**src/rtl/gaussian_decimating_fir_core_assert.svh**
```systemverilog
// Assertion macros for the Gaussian decimating FIR core.
// Used by the core files through `include; no other dependencies.
`ifndef GAUSSIAN_DECIMATING_FIR_CORE_ASSERT_SVH
`define GAUSSIAN_DECIMATING_FIR_CORE_ASSERT_SVH
`ifndef SYNTHESIS
`define GDF_ASSERT_IMP(lbl, clk, rst, ante, cons) \
  lbl: assert property (@(posedge clk) disable iff (rst) (ante) |-> (cons)) \
    else $error("gdf assertion failed");
`define GDF_ASSERT_NXT(lbl, clk, rst, ante, cons) \
  lbl: assert property (@(posedge clk) disable iff (rst) (ante) |=> (cons)) \
    else $error("gdf assertion failed");
`else
`define GDF_ASSERT_IMP(lbl, clk, rst, ante, cons)
`define GDF_ASSERT_NXT(lbl, clk, rst, ante, cons)
`endif
`endif

```
**src/rtl/gdf_pkg.sv**
```systemverilog
// Shared types and constants for the Gaussian decimating FIR core.
// No dependencies.
package gdf_pkg;

  localparam int SAMPLE_BITS    = 16;
  localparam int COEF_BITS      = 18;
  localparam int DEF_MAX_RADIUS = 63;
  localparam int DEF_MAX_FACTOR = 16;
  localparam int WIN_DEPTH      = 128;
  localparam int WIN_AW         = 7;
  localparam int RESULT_CAP     = 64;
  localparam int CNT_W          = 7;
  localparam int REC_W          = 32;
  localparam int POS_W          = 34;
  localparam int FACTOR_W       = 5;
  localparam int RADIUS_W       = 6;
  localparam int COEF_IDX_W     = 7;
  localparam int CFG_IDX_W      = 2;
  localparam int CFG_DATA_W     = 6;

  localparam logic [FACTOR_W-1:0] FACTOR_RST = 5'd10;
  localparam logic [RADIUS_W-1:0] RADIUS_RST = 6'd26;
  localparam logic                AA_RST     = 1'b1;

  // Configuration register indexes
  typedef enum logic [CFG_IDX_W-1:0] {
    CFG_FACTOR = 2'd0,
    CFG_RADIUS = 2'd1,
    CFG_AA     = 2'd2
  } cfg_reg_t;

  // Request actions
  localparam logic ACT_LOAD   = 1'b0;
  localparam logic ACT_SAMPLE = 1'b1;

  typedef struct packed {
    logic                          action;
    logic [COEF_IDX_W-1:0]         coef_index;
    logic [COEF_BITS-1:0]          coef_value;
    logic signed [SAMPLE_BITS-1:0] sample_in;
    logic                          end_of_record;
  } gdf_in_t;

  typedef struct packed {
    logic signed [SAMPLE_BITS-1:0] sample_out;
    logic                          last_of_run;
    logic                          record_done;
  } gdf_out_t;

  // Control that travels alongside one tap through the MAC pipe
  typedef struct packed {
    logic valid;
    logic last;
    logic ok;
    logic bypass;
  } mac_ctl_t;

endpackage

```
**src/rtl/gdf_mac.sv**
```systemverilog
// Shared multiply-accumulate unit with rounding and saturation outside bypass.
// Depends on gdf_pkg.
module gdf_mac #(
  parameter int ACC_W = 42
) (
  input  logic                                   clk,
  input  logic                                   rst,
  input  logic                                   clear,
  input  gdf_pkg::mac_ctl_t                      ctl,
  input  logic signed [gdf_pkg::SAMPLE_BITS-1:0] sample,
  input  logic [gdf_pkg::COEF_BITS-1:0]          coef,
  output logic                                   done,
  output logic signed [gdf_pkg::SAMPLE_BITS-1:0] result
);

  localparam int SB     = gdf_pkg::SAMPLE_BITS;
  localparam int CB     = gdf_pkg::COEF_BITS;
  localparam int PROD_W = SB + CB + 1;
  localparam logic signed [ACC_W-1:0] RND    = ACC_W'(1) << (CB - 1);
  localparam logic signed [ACC_W-1:0] SAT_HI = ACC_W'((2 ** (SB - 1)) - 1);
  localparam logic signed [ACC_W-1:0] SAT_LO = -SAT_HI - ACC_W'(1);

  gdf_pkg::mac_ctl_t        ctl_b;
  logic signed [PROD_W-1:0] prod;
  logic signed [ACC_W-1:0]  acc;
  logic                     bypass_c;
  logic signed [ACC_W-1:0]  rnd;
  logic signed [ACC_W-1:0]  q;

  // Product stage: out-of-record taps contribute zero
  always_ff @(posedge clk) begin
    if (!ctl.ok) begin
      prod <= '0;
    end else if (ctl.bypass) begin
      prod <= PROD_W'(sample);
    end else begin
      prod <= sample * $signed({1'b0, coef});
    end
  end

  always_ff @(posedge clk) begin
    if (rst) begin
      ctl_b <= '0;
      done  <= 1'b0;
    end else begin
      ctl_b <= ctl;
      done  <= ctl_b.valid & ctl_b.last;
    end
  end

  // Accumulate stage
  always_ff @(posedge clk) begin
    if (clear) begin
      acc <= '0;
    end else if (ctl_b.valid) begin
      acc      <= acc + ACC_W'(prod);
      bypass_c <= ctl_b.bypass;
    end
  end

  // Round half up, then saturate
  assign rnd = acc + RND;
  assign q   = rnd >>> CB;

  always_comb begin
    if (bypass_c) begin
      result = acc[SB-1:0];
    end else if (q > SAT_HI) begin
      result = SAT_HI[SB-1:0];
    end else if (q < SAT_LO) begin
      result = SAT_LO[SB-1:0];
    end else begin
      result = q[SB-1:0];
    end
  end

endmodule
```
**config.mk**
```make
export PLATFORM = sky130hd
export DESIGN_NAME = gdf_mac
export DESIGN_NICKNAME = d
export VERILOG_FILES = /design/src/rtl/gaussian_decimating_fir_core_assert.svh /design/src/rtl/gdf_pkg.sv /design/src/rtl/gdf_mac.sv
export SDC_FILE = /design/constraint.sdc
export NUM_CORES = 1
export LEC_CHECK = 0
export ABC_AREA = 1
export BUFFER_PORTS_ARGS = -buffer_cell sky130_fd_sc_hd__clkbuf_2
export CAP_MARGIN = 20
export CORE_ASPECT_RATIO = 0.9
export CORE_UTILIZATION = 60
export DETAILED_ROUTE_END_ITERATION = 10
export GPL_TIMING_DRIVEN = 0
export PLACE_DENSITY_LB_ADDON = 0.3
export SLEW_MARGIN = 0
export SYNTH_ARGS = -nofsm -noshare
export SYNTH_HDL_FRONTEND = slang
export SYNTH_SLANG_ARGS = --single-unit
export TNS_END_PERCENT = 30
```
**constraint.sdc**
```tcl
create_clock -name clk -period 6.33 [get_ports clk]
set_input_delay 0.633 -clock clk [delete_from_list [all_inputs] [get_ports clk]]
set_output_delay 0.633 -clock clk [all_outputs]
set_load 0.005 [all_outputs]
```
==> run metrics <==
detailed placement HPWL around 44000 microns; Cell Area, Synth ~17000 sq um; layout cells sized above 1 about 6%; maximum fanout along the worst path 6; clk buf depth 2; final period utilization a little over nine tenths; DRC viols 0; most area-consuming cells after synthesis fa_1 (27%), nand2_1 (14%), ha_1 (13%); Clock Skew between 0.01 and 0.015 ns; number of synthesized flops with an enable pin 1; crit start category input pin; Worst Tran Pin Value just under 0.8 ns; # rows between 50 and 60; critical path class input pin to register; most frequent cells in the layout nand2_1 (608), inv_1 (547), nor2_1 (244), fa_1 (223), ha_1 (168); post-detailed-routing wire length ~51000 microns; Max IR drop VDD around 0.76 mV; largest net degree at the start of global routing 20; post-synth top area share roughly a quarter; DIE AREA approximately 29000 sq um; gr usage total a little under two fifths; Synthesis Warnings 0; Critical Path RT approximately 6.5 ns; clock-pin slew of the registers on the worst-case setup and hold paths ~0.07 ns; TritonCTS clock tree done; Layout fillers 2543; die width 178 microns; Area after DPL roughly 17000 sq um; outcome finished, final reports clean; grt met1 use 55.6%; Final Util 65.2%; H-tree levels 3; P_leak between 10 and 15 nW; vias per cell around 5.5; initial drt markers ~1500; GR peak layer met1; area growth from synthesis to layout 6.12%; Setup crit end kind register; CTS Root Cell clkbuf_16; combinational power share around 90%; setup violators final 0; Initial Util 61.5%; power per standard cell area approximately 570 nW/um^2; global route overflow 0; most common cell after layout, fill and taps aside nand2_1; Slew Limit Headroom 48.4%; first-pass GRT wire length slightly above 80000 microns; initial antenna violation count 0; Sw Share 60.4%; Internal about 4 mW; TritonCTS buffer count 9; n_diodes 0; Clock Power Share 5.0%; Final Instance Area ~18000 sq um; Switch Pwr between 6 and 7 mW; synthesized area per cell ~6.8 sq um; syn nets 2897; final max-slew violation count 0; Final min period 6.22 ns; CTS Hold Buffers Added 0; Ports between 50 and 60; Crit path arrival time between 6 and 7 ns; max_cap viols 0; post-synthesis register bit count between 80 and 90; Hold Path Depth 2; synth unique cells 40; Routability Congestion approximately 1; Final nets about 2900; core area 27200 sq um; die height between 150 and 200 microns; area leader, netlist fa_1; FMAX approximately 160 MHz; Min-Delay Path Class register to register; final hold vios 0; vias in the first global route ~16000; ys async rst share 0%; worst r2r path cells 13; TritonCTS Sinks 82; clk_lat worst skew approximately 0.35 ns; Primary FF master, synth dfxtp_1; WL/cell approximately 18 microns; post-route ant nets 0; met2 usage between 50% and 60%; register area share after synthesis under 10%; Synth Instances 2465; GRT met3 Usage ~13%; Seq pwr share between 6 and 7%; via count approximately 16000; port bufs 32; router iterations before antenna repair 5
==> flip-flops by register name, indices dropped and copies added (netlist names) <==
signal / count
ctl_b: 3
done: 1
acc: 42
prod: 35
bypass_c: 1
==> final cells by class <==
type | instances | area, sq um | share of cell area (%)
buffer | 79 | 420 | 2.37
clock buffer | 10 | 250 | 1.41
clock inverter | 5 | 37.5 | 0.211
inverter | 552 | 2080 | 11.7
multi-input combinational | 1747 | 12700 | 71.6
sequential | 82 | 1650 | 9.29
tap | 354 | 443 | 2.49
timing repair buffer | 33 | 168 | 0.943
==> repair_timing <==
| action | 4_1_cts | 5_1_grt |
|---|---|---|
| pin swaps | 0 | 0 |
| endpoints found under the hold margin | 0 | 0 |
| resized for setup | 32 | 79 |
| setup buffers | 0 | 1 |
| endpoints found under the setup margin | 23 | 21 |
==> stage by stage <==
stage	std cells	power, mW	setup WS, ns	setup TNS (ns)	hold WS (ns)
after detailed placement	2851	9.03	-0.938	-16.81	0.409
after global placement	2851	9.00	-0.901	-15.87	0.391
after global routing	2862	11.2	-0.0405	-0.0808	0.437
final	2862	10.1	0.114	0	0.420
after CTS	2863	9.61	0.00874	0	0.420
after floorplan	2465	6.85	0.435	0	0.386
==> worst paths after layout <==
kind | from | end | slack, ns
hold reg to reg | ctl_b[2] | done | 0.42
hold / removal | ctl_b[2] | done | 0.42
setup / recovery | sample[15] | prod[26] | 0.11
setup reg to reg | acc[0] | acc[26] | 3.22
==> routing by layer <==
metal / vias up / wire length [microns] / share of wire [%]
met5: - / 0 / 0
met4: 0 / 920 / 1.8
met3: 80 / 6820 / 13
met2: 820 / 20400 / 40
met1: 7354 / 22700 / 45
li1: 7521 / - / -
==> power by group through the flow <==
stage / registers [mW] / logic (mW) / clock network (mW)
2_1_floorplan: 0.678 / 6.18 / 0
3_5_place_dp: 0.712 / 8.31 / 0
5_1_grt: 0.709 / 10.0 / 0.532
6_report: 0.701 / 8.89 / 0.509
4_1_cts: 0.701 / 8.40 / 0.514
3_3_place_gp: 0.712 / 8.28 / 0
==> synth_stat cells (2+ instances only) <==
library cell  instances
nand2_1             610
inv_1               548
nor2_1              250
fa_1                223
ha_1                168
a21oi_1             143
o21ai_0             102
nand3_1              95
dfxtp_1              81
clkbuf_1             67
xor2_1               41
nor3_1               15
buf_1                14
nand4_1              13
a21o_1               11
or2_2                11
a21oi_2              10
xnor2_1               8
nor4_1                7
o21a_1                7
nand3b_1              6
o21bai_1              4
a21boi_0              3
nand2_2               3
nand3_2               3
nor2_2                3
o211ai_1              3
clkinv_1              2
inv_2                 2
nor2_4                2
==> logic make-up (layout without fill, tap and decap cells) <==
family | Yosys count | after routing | synth area share, %
simple gates | 1021 | 1021 | 24.7
buf+inv | 636 | 679 | 14.4
fa+ha+maj | 391 | 391 | 39.2
compound gates | 286 | 286 | 9.28
flops | 82 | 82 | 9.86
xor+xnor | 49 | 49 | 2.56
==> critical path, stage by stage <==
cell and delay, ns:
clkbuf_2 0.19, clkinvlp_4 0.22, or2_2 0.34, fa_1 0.53, fa_1 0.56, inv_1 0.06
fa_1 0.51, fa_1 0.53, fa_1 0.55, inv_1 0.05, fa_1 0.60, inv_1 0.06
ha_1 0.42, nand2_2 0.14, nor2_2 0.28, nand3_1 0.12, nand2_1 0.21, nand3_1 0.13
nand2_1 0.08, nand2_1 0.05, nand3_1 0.07, a21oi_1 0.08
No activity file was read; power rests on OpenSTA's default activity.
